<file path="src/hw/rtl/olist_pkg.sv">
// Shared types and constants of the ordered list engine.
// Used by olist_cell, olist_first and ordered_list_engine; no dependencies.
package olist_pkg;

    // List geometry
    localparam int CAPACITY = 64;
    localparam int VALUE_W  = 32;
    localparam int IDX_W    = $clog2(CAPACITY);
    localparam int CNT_W    = $clog2(CAPACITY + 1);
    localparam int OP_W     = 4;
    localparam int ST_W     = 2;

    // First-match search works in groups of eight cells
    localparam int GRP      = 8;
    localparam int OFF_W    = 3;
    localparam int NGRP     = (CAPACITY + GRP - 1) / GRP;
    localparam int GSEL_W   = (NGRP > 1) ? $clog2(NGRP) : 1;
    localparam int PADDED_W = NGRP * GRP;

    // Operation codes
    typedef enum logic [OP_W-1:0] {
        OP_PUSH      = 4'd0,
        OP_POP       = 4'd1,
        OP_UNSHIFT   = 4'd2,
        OP_SHIFT     = 4'd3,
        OP_INSERT    = 4'd4,
        OP_GET       = 4'd5,
        OP_PUT       = 4'd6,
        OP_REMOVE_AT = 4'd7,
        OP_FIND      = 4'd8,
        OP_REMOVE_V  = 4'd9
    } op_t;

    // Result status codes
    typedef enum logic [ST_W-1:0] {
        ST_OK   = 2'd0,
        ST_MISS = 2'd1,
        ST_FULL = 2'd2
    } status_t;

    // What every cell does at the commit edge
    typedef enum logic [2:0] {
        CELL_HOLD   = 3'd0,
        CELL_WRITE  = 3'd1,
        CELL_OPEN   = 3'd2,
        CELL_CLOSE  = 3'd3,
        CELL_EXTEND = 3'd4
    } cell_mode_t;

    // Control broadcast along the row of cells
    typedef struct packed {
        cell_mode_t         mode;
        logic [IDX_W-1:0]   pos;
        logic [CNT_W-1:0]   cnt;
        logic [IDX_W-1:0]   rd_idx;
        logic [VALUE_W-1:0] value;
    } cell_ctrl_t;

endpackage

</file>
<file path="src/hw/rtl/olist_first.sv">
// Finds the lowest cell whose match flag is set, in groups of eight.
// Depends on olist_pkg.
module olist_first (
    input  logic [olist_pkg::CAPACITY-1:0] match,
    output logic                           found,
    output logic [olist_pkg::IDX_W-1:0]    first
);

    logic [olist_pkg::PADDED_W-1:0] padded;
    logic [olist_pkg::NGRP-1:0]     grp_any;
    logic [olist_pkg::OFF_W-1:0]    grp_off [olist_pkg::NGRP];
    logic [olist_pkg::GSEL_W-1:0]   grp_sel;

    assign padded = olist_pkg::PADDED_W'(match);

    // Lowest set bit inside each group
    always_comb
    begin
        for (int g = 0; g < olist_pkg::NGRP; g++)
        begin
            grp_any[g] = |padded[g*olist_pkg::GRP +: olist_pkg::GRP];
            grp_off[g] = '0;
            for (int k = olist_pkg::GRP - 1; k >= 0; k--)
            begin
                if (padded[g*olist_pkg::GRP + k])
                    grp_off[g] = olist_pkg::OFF_W'(k);
            end
        end
    end

    // Lowest group that has a hit
    always_comb
    begin
        grp_sel = '0;
        for (int g = olist_pkg::NGRP - 1; g >= 0; g--)
        begin
            if (grp_any[g])
                grp_sel = olist_pkg::GSEL_W'(g);
        end
    end

    assign found = |grp_any;
    assign first = olist_pkg::IDX_W'({grp_sel, grp_off[grp_sel]});

endmodule
</file>
<file path="config.mk">
export PLATFORM = sky130hd
export DESIGN_NAME = olist_first
export DESIGN_NICKNAME = d
export VERILOG_FILES = /design/src/hw/rtl/olist_pkg.sv /design/src/hw/rtl/olist_first.sv
export SDC_FILE = /design/constraint.sdc
export NUM_CORES = 1
export LEC_CHECK = 0
export BUFFER_PORTS_ARGS = -buffer_cell sky130_fd_sc_hd__buf_2
export CAP_MARGIN = 25
export CORE_ASPECT_RATIO = 1.4
export CORE_MARGIN = 1
export CORE_UTILIZATION = 47
export DETAILED_ROUTE_END_ITERATION = 8
export PLACE_DENSITY = 0.9
export SLEW_MARGIN = 20
export SYNTH_ARGS = -nofsm -noshare
export SYNTH_HDL_FRONTEND = slang
export SYNTH_SLANG_ARGS = --single-unit
</file>
<file path="constraint.sdc">
create_clock -name vclk -period 3.3
set_input_delay 0.495 -clock vclk [all_inputs]
set_output_delay 0.495 -clock vclk [all_outputs]
set_load 0.01 [all_outputs]
</file>
Word-level counts from Yosys, hierarchy flattened
Cells that the tools add are included.

$lt $le $gt $ge: 1. Multiplexer cells: 75. Bitwise gates (word level): 1. Reductions and logical operators: 9.

Operators with widths (count): two-way mux 3 bit (74); OR reduction 64 bit (1); OR reduction 8 bit (8); binary-select mux 3 bit (select 3 bit) (1); >= comparator 4 bit (second input constant) (1); NOT 3 -> 4 bit (1).

Register bits after elaboration: 0. Bits of input ports: 64. Output and inout bits: 7. Logic and storage cells: 86.

Longest topological paths before layout
Depth after elaboration: 13. Mapped depth: 6. Mapped depth without buffers: 6.

Worst setup path before layout
No wires, ideal clock.

Path kind: input-to-output. Start: in match[48] (netlist name). End: out first[2] (netlist name). Arrival: 2.205 ns. Data required time: 2.805 ns. Setup slack: 0.600 ns. Stages on the path: 6. Path buffers: 0. Path through: or4_1 > a211oi_2 > o211ai_4 > a21oi_2 > a21boi_0 > a211oi_1.

Longest elaborated chain between the ends: 12. Elaborated cells between the ends (all ways): 13. Those cells by class: mux (11); bitwise (1); reduce/logical (1).

Ends and longest elaborated chain: start, declared (RTL line olist_first.sv:4) `input logic [olist_pkg::CAPACITY-1:0] match,`; OR reduction 8 bit (RTL line olist_first.sv:21) `grp_any[g] = |padded[g*olist_pkg::GRP +: olist_pkg::GRP];`; two-way mux 3 bit (7 in series) (RTL line olist_first.sv:37) `if (grp_any[g])`; net first, one bit (RTL line olist_first.sv:6) `output logic [olist_pkg::IDX_W-1:0] first`; NOT 3 -> 4 bit (not written as such) (RTL line olist_first.sv:43) `assign first = olist_pkg::IDX_W'({grp_sel, grp_off[grp_sel]});`; binary-select mux 3 bit (select 3 bit) (RTL line olist_first.sv:43); two-way mux 3 bit (not written as such) (2 in series) (RTL line olist_first.sv:43); end, declared (RTL line olist_first.sv:6).

The timed path passes the listed nets, and every way through them passes these cells. The select of a mux whose other input is x is not followed.

Worst setup path after layout
Start: in match[44] (netlist name). End: out first[2] (netlist name).

Longest elaborated chain between the ends: 11. Elaborated cells between the ends (all ways): 16. Those cells by class: mux (14); bitwise (1); reduce/logical (1).

Ends and longest elaborated chain (RTL line): OR reduction 8 bit (olist_first.sv:21); two-way mux 3 bit (6 in series) (olist_first.sv:37); NOT 3 -> 4 bit (not written as such) (olist_first.sv:43); binary-select mux 3 bit (select 3 bit) * (olist_first.sv:43); two-way mux 3 bit (not written as such) * (2 in series) (olist_first.sv:43).

Mark *: on every way between the ends. The rest lies on a longest branch, timed or not. The select of a mux whose other input is x is not followed.

==> impl_metrics.py <==
metrics = {
    "synthesis": {
        "syn_area_sq_mm": 0.00101,
        "syn-num-nets": 206,
        "yosys_warnings": 0,
        "ys_top_cells_by_count": "18 x nor2_1, 16 x a21oi_1, 15 x inv_1, 14 x nor3_1, 6 x nor4_2",
        "synth_adder_area_share_pct": 0,
        "yosysTopAreaCell": "nor4_4",
        "synth_top_family_by_area": "simple AND/OR/NAND/NOR gates",
        "synth-simple-area-share_pct": 54.2,
        "muxShareOfSynthArea_pct": 1.99,
        "synth_top_area_share_pct": 8.44,
        "ys_seq_area_share_pct": 0,
        "ys_top_cells_by_area": "nor4_4 8.4%, a21oi_1 7.9%, nor4_2 7.4%",
        "synth_most_common_cell": "nor2_1",
        "synth_compound_area_share_pct": 38.2,
        "synth_cell_types": 43,
        "synth-xor-area-share_pct": 0,
        "synth_area_per_cell_sq_um": 7.10,
        "syn_inst": 142,
    },
    "die": {
        "die_h_microns": 56.8,
        "core_region_area_sq_mm": 0.00200,
        "initial_core_util_pct": 50.5,
        "die_area_sq_mm": 0.00234,
        "rows": 19,
        "dieWidth_microns": 41.2,
        "ios": 71,
    },
    "cells_and_area": {
        "num-fill-cells": 180,
        "nets": 279,
        "regArea_sq_um": 0,
        "area_delta_synth_final_pct": 37.8,
        "n_antenna_cell": 0,
        "num-clock-buffers": 0,
        "drive_above_1_share_pct": 43.2,
        "nFlopsAndLatches": 0,
    },
    "sta": {
        "worst_pin_slew_ns": 0.440,
        "min_period_ns": 2.98,
        "slew-limit-headroom_pct": 70.4,
        "finalMaxSlewViolations": 0,
        "fin_ws_ns": 0.324,
        "fmax_mhz": 336,
        "setup-tns-final_ns": 0,
        "setup_violations": 0,
        "rsz0062_at_grt": "false",
        "hold_violations": 0,
        "post-route-period-util_pct": 90.2,
    },
    "clock_network": {
        "cts_hold_buffers": 0,
        "ctsResizeCount": 0,
        "post-cts-setup-buffers": 0,
    },
    "power": {
        "total_leakage_power_nw": 0.620,
        "pwr_density_cell_mw_per_mm2": 85.6,
        "ir_drop_uv": 58.0,
    },
    "drt": {
        "wl_per_cell_microns": 13.5,
        "final_antenna_net_count": 0,
        "drc": 0,
        "wirelength_microns": 3160,
        "drt_iter0_markers": 25,
        "dr.pass1.iters": 4,
        "vias_per_cell": 6.08,
        "num_vias": 1423,
    },
    "place": {
        "gp_congestion": 0.916,
        "post-place-ws_ns": 0.337,
        "dp_hpwl_microns": 2810,
        "port_buffers": 71,
    },
    "grt": {
        "antenna_found_initial": 0,
        "grt_overflow_total": 0,
        "grtUsageTotal_pct": 29.2,
        "grt_max_degree": 10,
        "grt_pass1_vias": 1340,
        "grt_pass1_wl_microns": 5110,
    },
    "critical_path": {
        "path_class": "input pin to output pin",
        "critPathMostFrequentCell": "buf_2",
        "critPathCaptureType": "output pin",
        "critPathRequiredTime_ns": 2.80,
        "startpoint_type": "input pin",
        "cp_top_family": "simple AND/OR/NAND/NOR gates",
        "crit_slowest_cell": "nor4_2",
        "cp_cell_sequence": "buf_2, nor4_2, nand4_2, o211ai_4, a21oi_2, or3b_1, a211oi_1, buf_2",
        "slowest_delay_ns": 0.43,
        "arrival_ns": 2.48,
        "path_max_fanout": 9,
        "cp_num_buf_inv": 2,
    },
    "min_path": {
        "holdPathEnd": "first[0]",
        "hp-class": "input pin to output pin",
        "hold_depth": 4,
        "worstHoldStart": "match[40]",
    },
    "run": {
        "max_cap_viol_count": 0,
    },
    "outcome": {
        "status": "finished clean",
    },
}
how the worst max path moves through the flow:
| stage | from | endpoint | cells past startpoint |
|---|---|---|---|
| global route | match[56] | first[2] | 8 |
| floorplan | match[48] | first[2] | 6 |
| global placement | match[56] | first[2] | 8 |
| detailed placement | match[56] | first[2] | 8 |
| finish | match[44] | first[2] | 8 |
| CTS | match[56] | first[2] | 8 |
worst min-delay path, cell delays in order:
cell,delay (ns)
buf_2,0.11
nor3b_1,0.06
o211a_1,0.22
buf_2,0.13
report_power, final:
| group | total (W) | internal (W) | switching [W] |
|---|---|---|---|
| logic | 0.000119 | 0.0000542 | 0.0000648 |
| clock network | 0 | 0 | 0 |
| registers | 0 | 0 | 0 |
| total | 0.000119 | 0.0000542 | 0.0000648 |
layout by cell type, fill, tap and decap left out, drive strengths merged, types with 5 or more instances in the layout:
| master | n |
|---|---|
| nor2 | 18 |
| a21oi | 17 |
| or4 | 6 |
| o21bai | 5 |
| a211oi | 5 |
| nor3 | 14 |
| inv | 15 |
| nor4 | 15 |
| buf | 71 |
per-layer routing:
metal | up-vias | global-route usage [%] | wire length, microns
li1 | 723 | - | -
met1 | 654 | 32.0 | 1170
met2 | 44 | 54.9 | 1810
met3 | 2 | 3.95 | 164
met4 | 0 | 4.15 | 17
met5 | - | 0 | 0
kinds of logic (layout without fill, tap and decap cells):
group	Yosys count	in the layout
and+or+nand+nor	75	75
buffers and inverters	15	86
AOI/OAI and AO/OA	50	50
muxes	2	2
layout make-up:
cell class | count | area, sq um | share of cell area, %
tap | 21 | 26.3 | 1.89
inverter | 15 | 56.3 | 4.05
timing repair buffer | 71 | 355 | 25.6
multi-input combinational | 127 | 952 | 68.5
stage by stage:
stage	area [sq um]	cells	util, %	power, W	hold slack [ns]
global route	1390	234	69.6	0.000133	1.52
finish	1390	234	69.6	0.000119	1.51
detailed placement	1390	234	69.6	0.000119	1.49
global placement	1390	234	69.6	0.000112	1.49
floorplan	1010	142	-	0.0000431	1.21
CTS	1390	234	69.6	0.000119	1.50
(Power assumes the default switching activity.)
