File: src/hw/rtl/olist_pkg.sv
// Shared types and constants of the ordered list engine.
// Used by olist_cell, olist_first and ordered_list_engine; no dependencies.
package olist_pkg;

    // List geometry
    localparam int CAPACITY = 64;
    localparam int VALUE_W  = 32;
    localparam int IDX_W    = $clog2(CAPACITY);
    localparam int CNT_W    = $clog2(CAPACITY + 1);
    localparam int OP_W     = 4;
    localparam int ST_W     = 2;

    // First-match search works in groups of eight cells
    localparam int GRP      = 8;
    localparam int OFF_W    = 3;
    localparam int NGRP     = (CAPACITY + GRP - 1) / GRP;
    localparam int GSEL_W   = (NGRP > 1) ? $clog2(NGRP) : 1;
    localparam int PADDED_W = NGRP * GRP;

    // Operation codes
    typedef enum logic [OP_W-1:0] {
        OP_PUSH      = 4'd0,
        OP_POP       = 4'd1,
        OP_UNSHIFT   = 4'd2,
        OP_SHIFT     = 4'd3,
        OP_INSERT    = 4'd4,
        OP_GET       = 4'd5,
        OP_PUT       = 4'd6,
        OP_REMOVE_AT = 4'd7,
        OP_FIND      = 4'd8,
        OP_REMOVE_V  = 4'd9
    } op_t;

    // Result status codes
    typedef enum logic [ST_W-1:0] {
        ST_OK   = 2'd0,
        ST_MISS = 2'd1,
        ST_FULL = 2'd2
    } status_t;

    // What every cell does at the commit edge
    typedef enum logic [2:0] {
        CELL_HOLD   = 3'd0,
        CELL_WRITE  = 3'd1,
        CELL_OPEN   = 3'd2,
        CELL_CLOSE  = 3'd3,
        CELL_EXTEND = 3'd4
    } cell_mode_t;

    // Control broadcast along the row of cells
    typedef struct packed {
        cell_mode_t         mode;
        logic [IDX_W-1:0]   pos;
        logic [CNT_W-1:0]   cnt;
        logic [IDX_W-1:0]   rd_idx;
        logic [VALUE_W-1:0] value;
    } cell_ctrl_t;

endpackage

File: src/hw/rtl/olist_cell.sv
// One list cell: holds one entry, compares it with the search key and
// offers it for reading. Depends on olist_pkg.
module olist_cell (
    input  logic                          clk,
    input  logic [olist_pkg::IDX_W-1:0]   cell_idx,
    input  olist_pkg::cell_ctrl_t         ctrl,
    input  logic [olist_pkg::VALUE_W-1:0] left_value,
    input  logic [olist_pkg::VALUE_W-1:0] right_value,
    output logic [olist_pkg::VALUE_W-1:0] value,
    output logic                          match,
    output logic [olist_pkg::VALUE_W-1:0] rd_value
);

    logic [olist_pkg::VALUE_W-1:0] value_reg;
    logic [olist_pkg::VALUE_W-1:0] value_next;
    logic                          match_reg;
    logic [olist_pkg::VALUE_W-1:0] rd_reg;
    logic [olist_pkg::CNT_W-1:0]   idx_ext;
    logic                          in_list;

    assign idx_ext = olist_pkg::CNT_W'(cell_idx);
    assign in_list = idx_ext < ctrl.cnt;

    // Next entry value per broadcast mode
    always_comb
    begin
        value_next = value_reg;
        unique case (ctrl.mode)
            olist_pkg::CELL_HOLD:
            begin
                value_next = value_reg;
            end
            olist_pkg::CELL_WRITE:
            begin
                if (cell_idx == ctrl.pos)
                    value_next = ctrl.value;
            end
            olist_pkg::CELL_OPEN:
            begin
                if (cell_idx == ctrl.pos)
                    value_next = ctrl.value;
                else if (cell_idx > ctrl.pos)
                    value_next = left_value;
            end
            olist_pkg::CELL_CLOSE:
            begin
                if (cell_idx >= ctrl.pos)
                    value_next = right_value;
            end
            olist_pkg::CELL_EXTEND:
            begin
                // gap between old end and new entry is zero-filled
                if (cell_idx == ctrl.pos)
                    value_next = ctrl.value;
                else if (!in_list && cell_idx < ctrl.pos)
                    value_next = '0;
            end
            default:
            begin
                value_next = value_reg;
            end
        endcase
    end

    // Entry, key compare and gated read, all registered
    always_ff @(posedge clk)
    begin
        value_reg <= value_next;
        match_reg <= in_list && (value_reg == ctrl.value);
        rd_reg    <= (cell_idx == ctrl.rd_idx) ? value_reg : '0;
    end

    assign value    = value_reg;
    assign match    = match_reg;
    assign rd_value = rd_reg;

endmodule

File: config.mk
export PLATFORM = sky130hd
export DESIGN_NAME = olist_cell
export DESIGN_NICKNAME = d
export VERILOG_FILES = /design/src/hw/rtl/olist_pkg.sv /design/src/hw/rtl/olist_cell.sv
export SDC_FILE = /design/constraint.sdc
export NUM_CORES = 1
export LEC_CHECK = 0
export BUFFER_PORTS_ARGS = -buffer_cell sky130_fd_sc_hd__buf_4
export CORE_UTILIZATION = 31
export DETAILED_ROUTE_END_ITERATION = 8
export SETUP_SLACK_MARGIN = 0.02
export SYNTH_ARGS = -nofsm -noshare
export SYNTH_HDL_FRONTEND = slang
export SYNTH_SLANG_ARGS = --single-unit
export TNS_END_PERCENT = 10
File: constraint.sdc
create_clock -name clk -period 10.49 [get_ports clk]
set_input_delay 0.5245 -clock clk [delete_from_list [all_inputs] [get_ports clk]]
set_output_delay 0.5245 -clock clk [all_outputs]
set_load 0.01 [all_outputs]
; After elaboration in Yosys (flattened, before gate mapping)
; Cells that the tools add are included.
[word_totals]
ff_bits = 65
inputBits = 125
word_cells = 30
[classes]
magnitude_cmp = 4
eq_ne = 11
mux = 7
n_reduce_logical = 5
[ops]
columns = cell, count
row1 = 32-bit 2-to-1 mux, 6
row2 = 32-bit case mux with 4 select lines, 1
row3 = 32-bit == test, 1
row4 = 6-bit == test, 2
row5 = 6-bit by 7-bit < comparator with 1-bit output, 1
row6 = 3-bit by 2-bit == test with 1-bit output (second input constant), 2
row7 = 6-bit greater-or-equal comparator, 1
row8 = 6-bit > comparator, 1
row9 = 6-bit < comparator, 1
row10 = 3-bit inequality test (second input constant), 2
row11 = 5-bit AND reduction, 1
row12 = 2-bit inequality test (second input constant), 2
row13 = 4-bit nonzero test, 1
row14 = 3-bit by 1-bit == test with 1-bit output (second input constant), 1
row15 = 3-bit == test (second input constant), 1
row16 = 1-bit logical AND, 2
row17 = 1-bit logical NOT, 1

; Longest topological paths before layout
; Gate-level depths: netlist of the first run.
[logic_depth]
depth_word = 6
ltp_mapped = 8

; Worst setup path after synthesis of the first run
; No wires, ideal clock.
[synth_timing]
path_kind = in2reg
from = input port ctrl[49] (netlist name)
to = register value_reg, in the netlist value[0] (enable)
setup_ps = 466
arrival_ps = 3713
setup_slack_ps = 6311
stages = 7
path_cell_list = inv_1 ha_1 a21oi_1 nand2_1 a211oi_1 nand2_1 o21ai_0
[synth_between]
elab_chain_cells = 4
word_cells_on_any_way = 10
cone_classes = order compare (3) / eq/ne (5) / reduce/logical (2)
[synth_rtl]
columns = element, line_no
row1 = start: declaration, olist_cell.sv:6  ; input olist_pkg::cell_ctrl_t ctrl,
row2 = 6-bit < comparator, olist_cell.sv:55  ; else if (!in_list && cell_idx < ctrl.pos)
row3 = 1-bit logical AND, olist_cell.sv:55
row4 = 3-bit inequality test (no line), --
row5 = 5-bit AND reduction (no line) (*), --
row6 = end signal: assignment, olist_cell.sv:68  ; value_reg <= value_next;
row7 = end: declaration, olist_cell.sv:14  ; logic [olist_pkg::VALUE_W-1:0] value_reg;
; Every way passes the cells marked *; elsewhere a longest branch is shown, timed or not.
; A chain may end at the register's enable or synchronous reset.

; Worst setup path after layout of the first run
[layout_timing]
from = input port cell_idx[4] (netlist name)
to = register value_reg, in the netlist value[20] (enable)
[layout_between]
elab_chain_cells = 5
word_cells_on_any_way = 12
cone_classes = order compare (4) / eq/ne (5) / reduce/logical (3)
[layout_rtl]
columns = element, line_no
row1 = start: declaration, olist_cell.sv:5  ; input logic [olist_pkg::IDX_W-1:0] cell_idx,
row2 = 6-bit by 7-bit < comparator with 1-bit output, olist_cell.sv:22  ; assign in_list = idx_ext < ctrl.cnt;
row3 = 1-bit logical NOT, olist_cell.sv:55
row4 = 1-bit logical AND, olist_cell.sv:55
row5 = 3-bit inequality test (no line), --
row6 = 5-bit AND reduction (no line) (*), --
; Marks and branches as above.

==> results.md, run 1 <==
* Status: complete, no violations
* Critical Path End Type: flop
* # rows at 37
* Maxcap violations at 0
* Final ANT Viol Nets at 0
* Largest net degree at the start of global routing at 33
* Fillers at approximately 980
* Crit share post-route at about a quarter
* Required time of the critical path at approximately 10 ns
* Post-synth EDFFs at 32
* Global route total overflow at 0
* RSZ-0062 raised after global routing: false
* Final Wtd Congestion at 0.867
* Clk_lat worst skew at between 0.3 and 0.4 ns
* Top cells by count, synth: nand2_1 (68), xor2_1 (34), dfxtp_1 (33)
* CTS tree: done
* R2R depth at 4
* TritonRoute pass-1 iters at 4
* PwrDens at about 130 mW/mm2
* Num CTS Buffers at 9
* Hold WS at 0.460 ns
* H-tree lvl count at 3
* GRT Total Usage at between 10% and 20%
* Synth Register Bits at between 60 and 70
* Startpoint types: primary input
* Post-Route Utilization at between 40% and 50%
* Ys async rst share at 0%
* Kind of critical path: in2reg
* Worst IR Drop VDD at 68.3 uV
* Vias in the first global route at between 2k and 3k
* Layout cell share with drive strength beyond 1 at between 40% and 50%
* Post-synth top area share at about 30%
* Final setup violation count at 0
* # hold bufs at CTS at 0
* Max clock buf depth at 2
* Synth top area cells: edfxtp_1 (30%), dfxtp_1 (20%), xor2_1 (9.2%), nand2_1 (7.9%), and2_1 (6.2%)
* Mean Syn Cell Area at around 11 um2
* Hold depth at 3
* TNS Setup at 0 ns
* Leak at around 2.3 nW
* Leading area contributor after synthesis: edfxtp_1
* Root buf cell: clkbuf_8
* Seq. cell area at ~0.0016 mm2
* Post-CTS resize count at 0
* IO buf count at between 150 and 200
* Min-Delay Path Class: in2reg
* Least-Margin Pin Slew at around 1.1 ns
* Final Slew Violations at 0
* Count leader, synth: nand2_1
* Initial antenna violation count at 0
* Worst reg-to-reg setup slack at between 8 and 9 ns
* N_diodes at 0
* Endpoint, Worst Hold: value[11]$_DFFE_PP_
* Final wirelength at 9840 um
* Initial Utilization at between 30% and 40%
* Arr. time, crit path at ~2.6 ns
* Vias at ~2.9k
* Area Overhead vs Synth at 54.3%
* Vias/cell at 4.50
* DRC at 0
* Worst r2r src: value[6]$_DFFE_PP_
* Worst-case clock skew at around 0.0036 ns
* Area occupied by multi-input gates at between 0.0015 and 0.002 mm2
* Die width at about 100 um
* Fin area at around 0.0050 mm2
* Fin crit period at 2.58 ns
* Distinct cell type count after synthesis at 35
* Dpl hpwl at slightly below 8000 um
* Die height at between 100 and 150 um
* Cells after Synth at between 300 and 400
* Post-synth top flop: dfxtp_1
* Core footprint at between 0.01 and 0.015 mm2
* Clock Sinks at between 60 and 70
* Final Hold Vio Count at 0
* Worst-path clk slew at roughly 0.070 ns
* Slew Limit Headroom at 28.5%
* I/O pins at 190
* Worst-path fanout max at 32
* Dpl cell area at between 0.004 and 0.005 mm2
* Fmax at ~390 MHz
* Post-Syn Nets at ~450
* Final #Nets at 634
* Die footprint at approximately 0.011 mm2
* Initial detailed-routing violation count at a little over 80
* Hold Startpoint: ctrl[11]
* First-pass GRT wire length at between 15000 and 20000 um
* Synth warn at 0
* Routed wire per std cell at ~15 um
* Worst R2R End: match$_DFF_P_
* Syn Std Cell Area at between 0.003 and 0.004 mm2
* Register area share after synthesis at 49.9%
* Post-CTS Setup Bufs at 0
area by class of cell:
cell class / count / share of cell area, %
flip-flops and latches: 65 / 32.4
inverters: 13 / 0.974
well taps: 136 / 3.39
clock buffers: 11 / 3.05
repair buffers: 190 / 28.5
clock inverters: 5 / 1.70
multi-input cells: 219 / 30.1
worst max-delay path by stage:
stage,slack [ns],depth (start not counted),endpoint,from
6_report,7.91,7,value[20]$_DFFE_PP_,cell_idx[4]
5_1_grt,7.75,7,value[6]$_DFFE_PP_,cell_idx[4]
4_1_cts,7.84,7,value[28]$_DFFE_PP_,cell_idx[4]
3_5_place_dp,7.46,7,value[14]$_DFFE_PP_,cell_idx[4]
3_3_place_gp,7.56,7,value[14]$_DFFE_PP_,cell_idx[4]
2_1_floorplan,6.31,7,value[0]$_DFFE_PP_,ctrl[49]
logic make-up (layout without fill, tap and decap cells):
group / after synthesis / in the layout / share of synthesized area (%)
buf+inv: 25 / 219 / 4.39
fa+ha+maj: 11 / 11 / 4.24
simple gates: 126 / 126 / 20.1
xor+xnor: 38 / 38 / 10.2
flops: 65 / 65 / 49.9
compound gates: 44 / 44 / 11.1
cell usage in the layout, fill, tap and decap left out, types with 2 or more instances in the layout:
| master | n |
|---|---|
| a21oi_1 | 3 |
| inv_1 | 13 |
| nand4_1 | 3 |
| a22oi_1 | 24 |
| dfxtp_1 | 33 |
| nor2_4 | 2 |
| nand2_1 | 68 |
| clkbuf_8 | 9 |
| bufinv_16 | 2 |
| xor2_1 | 34 |
| edfxtp_1 | 32 |
| xnor2_1 | 4 |
| a22oi_2 | 8 |
| nor3_4 | 2 |
| a21o_1 | 2 |
| ha_1 | 11 |
| buf_4 | 190 |
| and2_1 | 32 |
| nand2b_1 | 4 |
| nor4_1 | 8 |
stage by stage:
stage / cells / total power [W] / setup WS (ns)
floorplan: 309 / 0.000353 / 6.31
global placement: 623 / 0.000425 / 7.56
detailed placement: 623 / 0.000427 / 7.46
CTS: 639 / 0.000678 / 7.84
global route: 639 / 0.000703 / 7.75
finish: 639 / 0.000669 / 7.91
routing by layer:
metal | up-vias | global-route usage (%) | share of wire (%)
met5 | - | 0 | 0
met4 | 0 | 8.06 | 2.9
met3 | 21 | 4.26 | 5.0
met2 | 100 | 32.7 | 51
met1 | 1309 | 20.6 | 41
li1 | 1444 | - | -
worst max-delay path, cell delays in order:
cell,delay (ns)
buf_4,0.12
ha_1,0.35
a21oi_1,0.18
nand2_1,0.07
a211oi_1,0.33
nand2_1,0.15
o21ai_4,0.80
power breakdown:
| group | internal, W | total (W) | switching [W] |
|---|---|---|---|
| Sequential | 0.000283 | 0.000294 | 0.0000108 |
| Clock | 0.000150 | 0.000250 | 0.000100 |
| Combinational | 0.0000670 | 0.000125 | 0.0000581 |
(Power assumes the default switching activity.)
==> inputs of run 2 (changes only) <==
- ABC_AREA: default -> 1
- clock period: 10.49 -> 2.2 ns (I/O delays scaled with it)
==> results.md, run 2 <==
* Status: complete, no violations
* Fin crit period at between 1.5 and 2 ns
* Post-synth EDFFs at 32 (unchanged)
* CTS tree: done
* Die footprint at 0.0116 mm2 (+6.9%)
* Leak at 2.66 nW (+13%)
* Ys async rst share at 0% (unchanged)
* Fillers at 1086 (+11%)
* Initial Utilization at 31.9% (+0.18 points)
* Mean Syn Cell Area at 8.16 um2 (-22%)
* Maxcap violations at 0 (unchanged)
* Critical Path End Type: flop
* Routed wire per std cell at 14.6 um (-5.2%)
* Global route total overflow at 0 (unchanged)
* Vias/cell at 4.51 (+0.34%)
* Adder-Cell Fraction of Synth Area at 3.96% (-0.28 points)
* Startpoint types: primary input
* Initial antenna violation count at 0 (unchanged)
* Max clock buf depth at 2 (unchanged)
* DP Cell Count at 750 (+20%)
* Final Slew Violations at 0 (unchanged)
* Buf/Inv on CP at 2 (+1)
* Synth top area cells: edfxtp_1 (28%), dfxtp_1 (19%), nand2_1 (11%), inv_1 (6.5%), xnor2_1 (6.0%)
* Top cells by count, synth: nand2_1 (99), inv_1 (60), nor2_1 (49)
* Dpl hpwl at 8490 um (+9.4%)
* Largest net degree at the start of global routing at 33 (unchanged)
* Worst-path clk slew at 0.08 ns (about the same)
* Worst reg-to-reg setup slack at 0.84 ns (-8.12 ns)
* Final Hold Vio Count at 0 (unchanged)
* Kind of critical path: in2reg
* Crit share post-route at between 70% and 80%
* TNS Setup at 0 ns (unchanged)
* DRC at 0 (unchanged)
* Largest family of logic cells by synthesized area: simple AND/OR/NAND/NOR gates
* Compound-Gate Fraction of Synth Area at 6.73% (-4.4 points)
* Slew Limit Headroom at 48.1% (+20 points)
* Num CTS Buffers at 9 (unchanged)
* Post-Syn Nets at 562 (+26%)
* Post-CTS resize count at 0 (unchanged)
* First-pass GRT wire length at 16800 um (+10%)
* Post-Route Utilization at 48.9% (-0.11 points)
* Met2 usage at 33.7% (+0.92 points)
* Worst r2r src: value[21]$_DFFE_PP_
* Least-Margin Pin Slew at 0.777 ns (-0.292 ns)
* H-tree lvl count at 3 (unchanged)
* Cells after Synth at 426 (+38%)
* RSZ-0062 raised after global routing: false
* Initial detailed-routing violation count at 145 (+75%)
* Worst IR Drop VDD at 341 uV (+400%)
* Most common cell after layout, fill and taps aside: buf_4
* Min-Delay Path Class: in2reg
* Top delay family on crit path: simple AND/OR/NAND/NOR gates
* Final setup violation count at 0 (unchanged)
* Count leader, synth: nand2_1
* Required time of the critical path at 2.40 ns (-8.05 ns)
* Post-synthesis xor/xnor area fraction at 8.06% (-2.2 points)
* Clock Sinks at 65 (unchanged)
* Post-CTS Setup Bufs at 0 (unchanged)
* N_diodes at 0 (unchanged)
* Most crowded layer after global routing: met2
* Global Route met3 Usage at 4.30% (+0.037 points)
* Clk_lat worst skew at 0.35 ns (about the same)
* Die height at 108 um (+3.4%)
* Most Frequent Cell on Critical Path: nor2_4
* Final wirelength at 11200 um (+14%)
* Vias at 3457 (+20%)
* Syn Std Cell Area at 0.00348 mm2 (+7.0%)
* Crit path cell chain: buf_4 -> ha_1 -> nand2_2 -> nor2_4 -> nand3_2 -> clkinv_1 -> nor2_4 -> a22oi_1 -> o21ai_1
* IO buf count at 189 (unchanged)
* R2R depth at 7 (+3)
* Met1 usage at 23.0% (+2.4 points)
* CP max stage delay at 0.61 ns (-0.19 ns)
* Post-route insts no fill at 766 (+20%)
* Post-synthesis simple-gate area fraction at 25.3% (+5.2 points)
* Crit. path cell count at 9 (+2)
* Commonest cells after routing, fill and taps aside: buf_4 (196), nand2_1 (99), inv_1 (60)
* Post-synth top area share at 27.6% (-1.9 points)
* # hold bufs at CTS at 0 (unchanged)
* Die width at 108 um (+3.4%)
* Post-synth top flop: dfxtp_1
* # rows at 38 (+2.7%)
* Critical path endpoint: value[13]$_DFFE_PP_
* Final #Nets at 757 (+19%)
* Core footprint at 0.0109 mm2 (+6.4%)
* Register area share after synthesis at 46.6% (-3.3 points)
* Crit path max-delay cell type: nor2_4
* Leading area contributor after synthesis: edfxtp_1
* Synth warn at 0 (unchanged)
* Mux contribution to synthesized area at 0% (unchanged)
* Final Wtd Congestion at 0.825 (-4.9%)
* Fmax at between 600 and 700 MHz
* Final ANT Viol Nets at 0 (unchanged)
* Root buf cell: clkbuf_8
* Worst R2R End: match$_DFF_P_
* Layout cell share with drive strength beyond 1 at 36.6% (-7.6 points)
* Crit path from: cell_idx[5]
* PwrDens at 676 mW/mm2 (+410%)
* Vias in the first global route at 3447 (+17%)
* Distinct cell type count after synthesis at 27 (-23%)
* Synth Register Bits at 65 (unchanged)
* I/O pins at 190 (unchanged)
* Total power at 0.00360 W (+440%)
* TritonRoute pass-1 iters at 4 (unchanged)
* GRT Total Usage at 19.4% (+1.2 points)
* Worst-case clock skew at 0.00621 ns (+0.00260 ns)
* Worst-path fanout max at 31 (-3.1%)
* Area Overhead vs Synth at 53.1%
* Arr. time, crit path at 1.78 ns (-0.77 ns)
## run 2: cell types whose count changed in the layout (fill, tap and decap cells not counted), sizes merged, moves of 31 or more
cell   previous run  this run
nand2            68       103
nor2              3        54
and2             32         0
inv              14        62
o21ai             1        32
nand3             1        38
## run 2: layer usage
layer	share of wire, %	routed length (um)
met2	49	5480
met5	0	0
met4	2.7	299
met1	41	4600
met3	7.2	800
## run 2: layout make-up
class                           instances  area [um2]  area share [%]
Tap cell                              140         175            3.29
Multi-Input combinational cell        286        1540            29.0
Clock inverter                          4        95.1            1.79
Sequential cell                        65        1620            30.5
Clock buffer                           12         176            3.31
Timing Repair Buffer                  196        1470            27.6
Inverter                               63         239            4.49
## run 2: kinds of logic after synthesis
| group | count (synthesis) |
|---|---|
| and+or+nand+nor | 201 |
| buffers and inverters | 75 |
| DFF | 65 |
| AOI/OAI and AO/OA | 42 |
| xor gates and xnor gates | 32 |
| adders and majority gates | 11 |
## run 2: worst min path at each step
stage	startpoint	to	slack, ns	cells past startpoint
global route	right_value[26]	value[26]$_DFFE_PP_	0.05	3
finish	left_value[31]	value[31]$_DFFE_PP_	0.04	3
global placement	left_value[18]	value[18]$_DFFE_PP_	0.40	3
CTS	right_value[26]	value[26]$_DFFE_PP_	0.03	3
floorplan	ctrl[0]	value[0]$_DFFE_PP_	0.31	2
detailed placement	left_value[31]	value[31]$_DFFE_PP_	0.40	3
## run 2: power by group
group | internal, W | leakage, nW | total, W | switching, W
logic | 0.000394 | 1.96 | 0.000754 | 0.000360
registers | 0.00138 | 0.561 | 0.00146 | 0.0000804
clock network | 0.000882 | 0.138 | 0.00138 | 0.000501
total | 0.00266 | 2.66 | 0.00360 | 0.000942
## run 2: metrics by stage
step           hold slack, ns  instance area (um2)  worst slack [ns]
6_report               0.0414                 5320             0.622
5_1_grt                0.0472                 5320             0.408
4_1_cts                0.0273                 5320             0.614
3_5_place_dp            0.405                 5050             0.240
3_3_place_gp            0.400                 5050             0.301
2_1_floorplan           0.307                 3490             0.283
## run 2: tightest hold or removal path: stages
cell and delay, ns:
buf_4 0.08, nand2_1 0.04, nand3_1 0.06
